===== src/hdl/rcfc_pkg.sv =====
// ----------------------------------------------------------------------------
// Radio command frame controller package
// Shared types and constants for the frame checker, the control logic and the
// top level.
// ----------------------------------------------------------------------------
package rcfc_pkg;

  localparam int unsigned FrameLen = 8;
  localparam int unsigned IdxW     = $clog2(FrameLen);
  localparam int unsigned CntW     = 5;
  localparam int unsigned CntCap   = 31;
  localparam int unsigned CfgIdxW  = 3;
  localparam int unsigned CfgW     = 16;

  typedef enum logic [2:0] {
    StNone     = 3'd0,
    StAccepted = 3'd1,
    StBadLen   = 3'd2,
    StBadAddr  = 3'd3,
    StBadSum   = 3'd4
  } frame_status_e;

  typedef enum logic [CfgIdxW-1:0] {
    RegSyncWord    = 3'd0,
    RegOwnId       = 3'd1,
    RegBroadcastId = 3'd2,
    RegCodeMotorOn = 3'd3,
    RegCodeMotorOff = 3'd4,
    RegCodeTelem   = 3'd5,
    RegFailsafeMs  = 3'd6,
    RegTelemPeriod = 3'd7
  } cfg_reg_e;

  typedef struct packed {
    logic [15:0] sync_word;
    logic [15:0] own_id;
    logic [15:0] broadcast_id;
    logic [7:0]  code_drive_on;
    logic [7:0]  code_motor_off;
    logic [7:0]  code_telemetry;
    logic [15:0] failsafe_ms;
    logic [15:0] telemetry_period_ms;
  } cfg_t;

  typedef struct packed {
    frame_status_e status;
    logic          bcast;
    logic [7:0]    cmd;
  } frame_chk_t;

  typedef struct packed {
    logic          drive_on;
    logic          telemetry_send;
    logic          tone_change;
    logic          tone_broadcast;
    frame_status_e frame_status;
  } result_t;

endpackage


===== src/hdl/rcfc_frame.sv =====
// ----------------------------------------------------------------------------
// Frame buffer and checker
// Collects received bytes, counts the frame length and checks length, sync
// word, identifier and checksum when the last byte of a frame arrives.
// ----------------------------------------------------------------------------
module rcfc_frame import rcfc_pkg::*; #(
  parameter int unsigned MaxRxBytes = 16
) (
  input  logic       clk_i,
  input  logic       rst_ni,
  input  logic       byte_en_i,
  input  logic [7:0] rx_byte_i,
  input  logic       rx_last_i,
  input  cfg_t       cfg_i,
  output frame_chk_t chk_o
);

  localparam int unsigned CntMax = (MaxRxBytes < CntCap) ? MaxRxBytes : CntCap;

  logic [CntW-1:0] cnt_q, cnt_d, cnt_inc;
  logic [7:0]      bytes_q [FrameLen];
  logic [7:0]      bytes_d [FrameLen];
  logic [15:0]     sync_val, id_val;
  logic [7:0]      xor_val;

  always_comb begin
    bytes_d = bytes_q;
    if (cnt_q < CntW'(FrameLen)) begin
      bytes_d[cnt_q[IdxW-1:0]] = rx_byte_i;
    end
    cnt_inc = (cnt_q < CntW'(CntMax)) ? cnt_q + CntW'(1) : cnt_q;
    cnt_d   = rx_last_i ? '0 : cnt_inc;
  end

  always_comb begin
    sync_val = {bytes_d[0], bytes_d[1]};
    id_val   = {bytes_d[2], bytes_d[3]};
    xor_val  = '0;
    for (int i = 0; i < FrameLen - 1; i++) begin
      xor_val = xor_val ^ bytes_d[i];
    end
    chk_o.bcast = (id_val == cfg_i.broadcast_id);
    chk_o.cmd   = bytes_d[4];
    if (cnt_inc != CntW'(FrameLen)) begin
      chk_o.status = StBadLen;
    end else if ((sync_val != cfg_i.sync_word) ||
                 ((id_val != cfg_i.own_id) && (id_val != cfg_i.broadcast_id))) begin
      chk_o.status = StBadAddr;
    end else if (xor_val != bytes_d[FrameLen-1]) begin
      chk_o.status = StBadSum;
    end else begin
      chk_o.status = StAccepted;
    end
  end

  always_ff @(posedge clk_i or negedge rst_ni) begin
    if (!rst_ni) begin
      cnt_q <= '0;
    end else if (byte_en_i) begin
      cnt_q <= cnt_d;
    end
  end

  always_ff @(posedge clk_i) begin
    if (byte_en_i) begin
      bytes_q <= bytes_d;
    end
  end

endmodule


===== src/hdl/rcfc_ctrl.sv =====
// ----------------------------------------------------------------------------
// Command and timer control
// Holds motor and tone mode state and the millisecond timers for failsafe,
// periodic telemetry and delayed telemetry, and forms each result.
// ----------------------------------------------------------------------------
module rcfc_ctrl import rcfc_pkg::*; #(
  parameter int unsigned ReqDelayMs = 300
) (
  input  logic       clk_i,
  input  logic       rst_ni,
  input  logic       proc_i,
  input  logic       op_i,
  input  logic       rx_last_i,
  input  frame_chk_t chk_i,
  input  cfg_t       cfg_i,
  output result_t    res_o
);

  logic        motor_q, motor_d;
  logic        mode_q, mode_d;
  logic [15:0] msf_q, msf_d;
  logic [15:0] msp_q, msp_d;
  logic        req_q, req_d;
  logic [15:0] age_q, age_d;
  logic [15:0] msf_inc, msp_inc, age_inc;
  logic        send, tone_chg;
  frame_status_e status;

  always_comb begin
    msf_inc  = (msf_q == 16'hFFFF) ? msf_q : msf_q + 16'd1;
    msp_inc  = (msp_q == 16'hFFFF) ? msp_q : msp_q + 16'd1;
    age_inc  = (age_q == 16'hFFFF) ? age_q : age_q + 16'd1;
    motor_d  = motor_q;
    mode_d   = mode_q;
    msf_d    = msf_q;
    msp_d    = msp_q;
    req_d    = req_q;
    age_d    = age_q;
    send     = 1'b0;
    tone_chg = 1'b0;
    status   = StNone;
    if (!op_i) begin
      msf_d = msf_inc;
      msp_d = msp_inc;
      age_d = age_inc;
      if (msf_inc > cfg_i.failsafe_ms) begin
        motor_d = 1'b0;
      end
      if (msp_inc > cfg_i.telemetry_period_ms) begin
        msp_d = '0;
        send  = 1'b1;
      end else if (req_q && (age_inc >= 16'(ReqDelayMs))) begin
        req_d = 1'b0;
        send  = 1'b1;
      end
    end else if (rx_last_i) begin
      status = chk_i.status;
      if (chk_i.status == StAccepted) begin
        mode_d   = chk_i.bcast;
        tone_chg = (chk_i.bcast != mode_q);
        if (chk_i.cmd == cfg_i.code_drive_on) begin
          motor_d = 1'b1;
        end else if (chk_i.cmd == cfg_i.code_motor_off) begin
          motor_d = 1'b0;
        end else if (chk_i.cmd == cfg_i.code_telemetry) begin
          req_d = 1'b1;
          age_d = '0;
        end
        msf_d = '0;
      end
    end
  end

  always_comb begin
    res_o.drive_on       = motor_d;
    res_o.telemetry_send = send;
    res_o.tone_change    = tone_chg;
    res_o.tone_broadcast = mode_d;
    res_o.frame_status   = status;
  end

  always_ff @(posedge clk_i or negedge rst_ni) begin
    if (!rst_ni) begin
      motor_q <= 1'b0;
      mode_q  <= 1'b0;
      msf_q   <= '0;
      msp_q   <= '0;
      req_q   <= 1'b0;
      age_q   <= '0;
    end else if (proc_i) begin
      motor_q <= motor_d;
      mode_q  <= mode_d;
      msf_q   <= msf_d;
      msp_q   <= msp_d;
      req_q   <= req_d;
      age_q   <= age_d;
    end
  end

endmodule


===== src/hdl/radio_command_frame_controller.sv =====
// ----------------------------------------------------------------------------
// Radio command frame controller
// Checks received radio command frames, drives the motor and tone mode and
// schedules telemetry from millisecond ticks.
//
//   Channel  Direction  Handshake                 Payload
//   in       sink       in_valid_i / in_stall_o   op, rx_byte, rx_last
//   out      source     out_valid_o / out_stall_i drive_on, telemetry_send,
//                                                 tone_change, tone_broadcast,
//                                                 frame_status
//   cfg      sink       cfg_we_i                  cfg_idx_i, cfg_data_i
//
// Each request waits in the input register and yields one result in the result
// register when it advances, which also updates the timers and frame state. A
// new request can be accepted in every cycle while the result channel does not
// stall.
// Reset clears the byte count, the timers, the motor and tone state and loads
// the register defaults. A stalled result holds the result register, and one
// more request waits in the input register before in_stall_o rises.
// ----------------------------------------------------------------------------
module radio_command_frame_controller import rcfc_pkg::*; #(
  parameter int unsigned MAX_RX_BYTES     = 16,
  parameter int unsigned REQUEST_DELAY_MS = 300
) (
  input  logic               clk_i,
  input  logic               rst_ni,
  input  logic               in_valid_i,
  output logic               in_stall_o,
  input  logic               in_op_i,
  input  logic [7:0]         in_rx_byte_i,
  input  logic               in_rx_last_i,
  output logic               out_valid_o,
  input  logic               out_stall_i,
  output logic               out_drive_on_o,
  output logic               out_telemetry_send_o,
  output logic               out_tone_change_o,
  output logic               out_tone_broadcast_o,
  output logic [2:0]         out_frame_status_o,
  input  logic               cfg_we_i,
  input  logic [CfgIdxW-1:0] cfg_idx_i,
  input  logic [CfgW-1:0]    cfg_data_i
);

  cfg_t       cfg_q;
  logic       in_vld_q, in_vld_d;
  logic       op_q, last_q;
  logic [7:0] byte_q;
  logic       out_vld_q, out_vld_d;
  result_t    res_q, res_d;
  frame_chk_t chk;
  logic       advance, in_take;

  assign advance   = in_vld_q && (!out_vld_q || !out_stall_i);
  assign in_stall_o = in_vld_q && !advance;
  assign in_take   = in_valid_i && !in_stall_o;

  always_comb begin
    in_vld_d  = in_take ? 1'b1 : (advance ? 1'b0 : in_vld_q);
    out_vld_d = advance ? 1'b1 : ((out_vld_q && out_stall_i) ? 1'b1 : 1'b0);
  end

  always_ff @(posedge clk_i or negedge rst_ni) begin
    if (!rst_ni) begin
      in_vld_q  <= 1'b0;
      out_vld_q <= 1'b0;
    end else begin
      in_vld_q  <= in_vld_d;
      out_vld_q <= out_vld_d;
    end
  end

  always_ff @(posedge clk_i) begin
    if (in_take) begin
      op_q   <= in_op_i;
      byte_q <= in_rx_byte_i;
      last_q <= in_rx_last_i;
    end
    if (advance) begin
      res_q <= res_d;
    end
  end

  always_ff @(posedge clk_i or negedge rst_ni) begin
    if (!rst_ni) begin
      cfg_q.sync_word           <= 16'd0;
      cfg_q.own_id              <= 16'd0;
      cfg_q.broadcast_id        <= 16'hFFFF;
      cfg_q.code_drive_on       <= 8'd1;
      cfg_q.code_motor_off      <= 8'd2;
      cfg_q.code_telemetry      <= 8'd3;
      cfg_q.failsafe_ms         <= 16'd1000;
      cfg_q.telemetry_period_ms <= 16'd1000;
    end else if (cfg_we_i) begin
      case (cfg_reg_e'(cfg_idx_i))
        RegSyncWord:     cfg_q.sync_word           <= cfg_data_i;
        RegOwnId:        cfg_q.own_id              <= cfg_data_i;
        RegBroadcastId:  cfg_q.broadcast_id        <= cfg_data_i;
        RegCodeMotorOn:  cfg_q.code_drive_on       <= cfg_data_i[7:0];
        RegCodeMotorOff: cfg_q.code_motor_off      <= cfg_data_i[7:0];
        RegCodeTelem:    cfg_q.code_telemetry      <= cfg_data_i[7:0];
        RegFailsafeMs:   cfg_q.failsafe_ms         <= cfg_data_i;
        RegTelemPeriod:  cfg_q.telemetry_period_ms <= cfg_data_i;
        default: ;
      endcase
    end
  end

  rcfc_frame #(
    .MaxRxBytes(MAX_RX_BYTES)
  ) u_frame (
    .clk_i    (clk_i),
    .rst_ni   (rst_ni),
    .byte_en_i(advance && op_q),
    .rx_byte_i(byte_q),
    .rx_last_i(last_q),
    .cfg_i    (cfg_q),
    .chk_o    (chk)
  );

  rcfc_ctrl #(
    .ReqDelayMs(REQUEST_DELAY_MS)
  ) u_ctrl (
    .clk_i    (clk_i),
    .rst_ni   (rst_ni),
    .proc_i   (advance),
    .op_i     (op_q),
    .rx_last_i(last_q),
    .chk_i    (chk),
    .cfg_i    (cfg_q),
    .res_o    (res_d)
  );

  assign out_valid_o          = out_vld_q;
  assign out_drive_on_o       = res_q.drive_on;
  assign out_telemetry_send_o = res_q.telemetry_send;
  assign out_tone_change_o    = res_q.tone_change;
  assign out_tone_broadcast_o = res_q.tone_broadcast;
  assign out_frame_status_o   = res_q.frame_status;

endmodule


===== config.mk =====
export PLATFORM = sky130hd
export DESIGN_NAME = radio_command_frame_controller
export DESIGN_NICKNAME = d
export VERILOG_FILES = /design/src/hdl/rcfc_pkg.sv /design/src/hdl/rcfc_frame.sv /design/src/hdl/rcfc_ctrl.sv /design/src/hdl/radio_command_frame_controller.sv
export SDC_FILE = /design/constraint.sdc
export NUM_CORES = 1
export LEC_CHECK = 0
export ABC_AREA = 0
export BUFFER_PORTS_ARGS = -buffer_cell sky130_fd_sc_hd__buf_2
export CORE_ASPECT_RATIO = 1.25
export CORE_MARGIN = 5
export CORE_UTILIZATION = 37
export CTS_CLUSTER_SIZE = 24
export DETAILED_ROUTE_END_ITERATION = 10
export GPL_TIMING_DRIVEN = 0
export PLACE_DENSITY = 0.59
export SLEW_MARGIN = 20
export SYNTH_ARGS = -nofsm -noshare
export SYNTH_HDL_FRONTEND = slang
export SYNTH_SLANG_ARGS = --single-unit

===== constraint.sdc =====
create_clock -name clk_i -period 4 [get_ports clk_i]
set_input_delay 0.8 -clock clk_i [delete_from_list [all_inputs] [get_ports clk_i]]
set_output_delay 0.8 -clock clk_i [all_outputs]
set_load 0.05 [all_outputs]

==> flow_metrics.env <==
export IMPL_grt_use_met1_pct=22.7
export IMPL_synth_most_common_cell="dfrtp_1"
export IMPL_syn_nets=1375
export IMPL_vias=10200
export IMPL_reg2reg_depth=13
export IMPL_syn_inst=1305
export IMPL_hold_path_class="input port to asynchronous set/reset pin"
export IMPL_synth_common_cells="130 x dfrtp_1, 117 x nand2_1, 115 x mux2_2"
export IMPL_worstPathRequired_ps=4450
export IMPL_drtIter0Drc=618
export IMPL_drv_cap=0
export IMPL_path_max_fanout=9
export IMPL_gp_congestion=0.836
export IMPL_cts_buffer_depth=3
export IMPL_wl_per_cell_um=19.1
export IMPL_ys_ff_latch=243
export IMPL_period_share_pct=96.7
export IMPL_p_per_area_nw_per_um2=507
export IMPL_startpoint="u_frame.cnt_q[1]$_DFFE_PN0P_"
export IMPL_die_y_um=227
export IMPL_placeableCoreArea_sq_um=37200
export IMPL_worst_pin_slew_ps=981
export IMPL_initial_core_util_pct=37.3
export IMPL_drc=0
export IMPL_finalSetupViolCount=0
export IMPL_clk_pin_slew_ps=60
export IMPL_cts_buffers=27
export IMPL_clock_sinks=243
export IMPL_h_tree_depth=1
export IMPL_cts_tree="built"
export IMPL_insertion_delay_ps=560
export IMPL_syn_to_final_growth_pct=16.4
export IMPL_ant_nets=0
export IMPL_busiest_layer="met2"
export IMPL_hold_slack_ps=124
export IMPL_worst_setup_path_end_kind="flip-flop"
export IMPL_vias_per_cell=5.33
export IMPL_grt_pass1_vias=10000
export IMPL_dpl_hpwl_um=26200
export IMPL_finalPower_w=0.00820
export IMPL_grt_pass1_wl_um=56600
export IMPL_antenna_found_initial=2
export IMPL_syn_area_sq_um=13900
export IMPL_grt_overflow=0
export IMPL_synthTopCellsByArea="dfrtp_1 23%, edfxtp_1 18%, mux2_2 9.3%"
export IMPL_io_buffer_count=38
export IMPL_synth_top_area_cell="dfrtp_1"
export IMPL_p_leak_nw=6.68
export IMPL_synthFlopType="dfrtp_1"
export IMPL_synth_cell_types=78
export IMPL_grt_max_degree=64
export IMPL_io_pins=43
export IMPL_worstReg2RegEnd="u_ctrl.msf_q[3]$_DFFE_PN0P_"
export IMPL_hold_viol_final=0
export IMPL_reg2reg_from="u_frame.cnt_q[1]$_DFFE_PN0P_"
export IMPL_drive_above_1_share_pct=24.7
export IMPL_crit_path_start_kind="flip-flop"
export IMPL_firstDrtPassIters=6
export IMPL_slew_viol_final=0
export IMPL_r2r_slack_ps=130
export IMPL_worstPathArrival_ps=4310
export IMPL_yosysWarnings=0
export IMPL_grt_usage_pct=17.2
export IMPL_die_w_um=183
export IMPL_dieArea_sq_um=41500
export IMPL_avgSynthCellArea_sq_um=10.6
export IMPL_ys_async_sr_fraction_pct=66.7
export IMPL_clockRootBuffer="clkbuf_16"
export IMPL_fmax_mhz=258
export IMPL_synth_edff_count=81
export IMPL_crit_type="flip-flop to flip-flop"
export IMPL_clock_skew_ps=23.1
export IMPL_grt_use_met2_pct=29.6
export IMPL_peakVddDrop_mv=0.214
export IMPL_ys_seq_area_share_pct=47.0
export IMPL_timing_setup_tns_ps=0
export IMPL_synth_top_cell_area_share_pct=23.4
export IMPL_period_needed_ps=3870
export IMPL_num_rows=79
export IMPL_fin_nets=1466
export IMPL_routed_wl_um=36300
export IMPL_ctsHoldBuffers=0
export IMPL_maxSlewHeadroom_pct=34.0
export IMPL_groute_layer_met3_usage_pct=1.78
export IMPL_status="complete, no violations"
export IMPL_rsz0062_at_grt="yes"
layout make-up:
| class | count | area [sq um] |
|---|---|---|
| fillers | 3591 | 21000 |
| repair buffers | 66 | 470 |
| multi-input cells | 911 | 7050 |
| inverters | 97 | 367 |
| well taps | 486 | 608 |
| diodes | 2 | 5.00 |
| flip-flops and latches | 243 | 6530 |
| clock buffers | 39 | 761 |
| plain buffers | 50 | 264 |
| clock inverters | 11 | 109 |
stage by stage:
stage	setup slack (ps)	util (%)	instances	area, sq um
after floorplan	279	-	1305	13900
after global placement	-869	39.5	1829	14700
after detailed placement	-531	39.8	1832	14800
after CTS	2.26	42.8	1892	15900
after global routing	-22.9	43.5	1905	16200
final	131	43.5	1905	16200
flip-flops by register name, indices dropped and copies added (netlist names), 3 cells and up:
signal	flops
u_frame.bytes_q	64
u_ctrl.msp_q	16
u_frame.cnt_q	5
out_frame_status_o	3
u_ctrl.msf_q	16
cfg_q	104
byte_q	8
u_ctrl.age_q	16
routing by layer:
| layer | share of wire, % | up-vias | wire, um |
|---|---|---|---|
| met5 | 0 | - | 0 |
| li1 | - | 4883 | - |
| met2 | 49 | 195 | 17900 |
| met4 | 3.2 | 0 | 1150 |
| met3 | 3.6 | 51 | 1310 |
| met1 | 44 | 5021 | 16000 |
what timing repair did:
action	CTS	global route
buffers inserted	12	13
pin swaps	13	9
resized for setup	41	38
endpoints found under the setup margin	52	49
worst max-delay path by stage:
stage	endpoint	slack [ps]	cells past startpoint
3_5_place_dp	u_ctrl.msf_q[0]$_DFFE_PN0P_	-530	14
2_1_floorplan	out_drive_on_o$_DFFE_PP_	280	13
3_3_place_gp	u_frame.cnt_q[0]$_DFFE_PN0P_	-870	8
6_report	u_ctrl.msf_q[3]$_DFFE_PN0P_	130	13
4_1_cts	u_ctrl.msf_q[4]$_DFFE_PN0P_	2	12
5_1_grt	u_ctrl.motor_q$_DFFE_PN0P_	-20	20
worst max-delay path: stages (launching register included):
cell	delay, ps
dfrtp_1	380
buf_2	190
and2b_1	250
nand2_4	200
mux2i_1	630
xnor2_1	120
nor4_1	410
nand4_1	350
a21o_1	320
o31ai_2	340
buf_4	210
buf_4	120
nor2_1	30
a31o_2	200
power by group:
part           total, W  internal [W]  leakage [nW]  switching (W)
clock network   0.00248       0.00145         0.435        0.00103
logic           0.00239       0.00115          3.55        0.00124
registers       0.00333       0.00304          2.70       0.000289
total           0.00820       0.00564          6.68        0.00256
kinds of logic (layout without fill, tap and decap cells):
kind of cell | Yosys count | count (layout) | share of synthesized area (%)
flops | 243 | 243 | 47.0
compound gates | 223 | 223 | 10.2
mux | 148 | 148 | 11.8
fa+ha+maj | 36 | 36 | 3.25
buf+inv | 151 | 263 | 4.30
xor+xnor | 122 | 122 | 9.01
other cells | 0 | 2 | 0
simple gates | 382 | 382 | 14.4
cells in the final DEF, fill, tap and decap left out, types with 7 or more instances in the layout:
master       n
nand2_1    114
nand3_1     31
buf_4       30
xor2_1      18
nand4_1     25
o21ai_0     53
xnor3_1     10
clkbuf_16   27
inv_1       94
mux2i_4      8
and3_1      32
clkbuf_1    39
ha_1        36
nor4_1      29
o21a_1      11
a21oi_1     66
mux2_2     115
buf_2       43
a21o_1       7
and2_1       8
nand2b_1     9
nor2_1      52
mux2i_1     19
dfstp_2     32
o22ai_1     10
nor3_1      22
dfrtp_1    128
edfxtp_1    81
clkinv_2     8
xnor2_1     91
No activity file was read; power rests on OpenSTA's default activity.
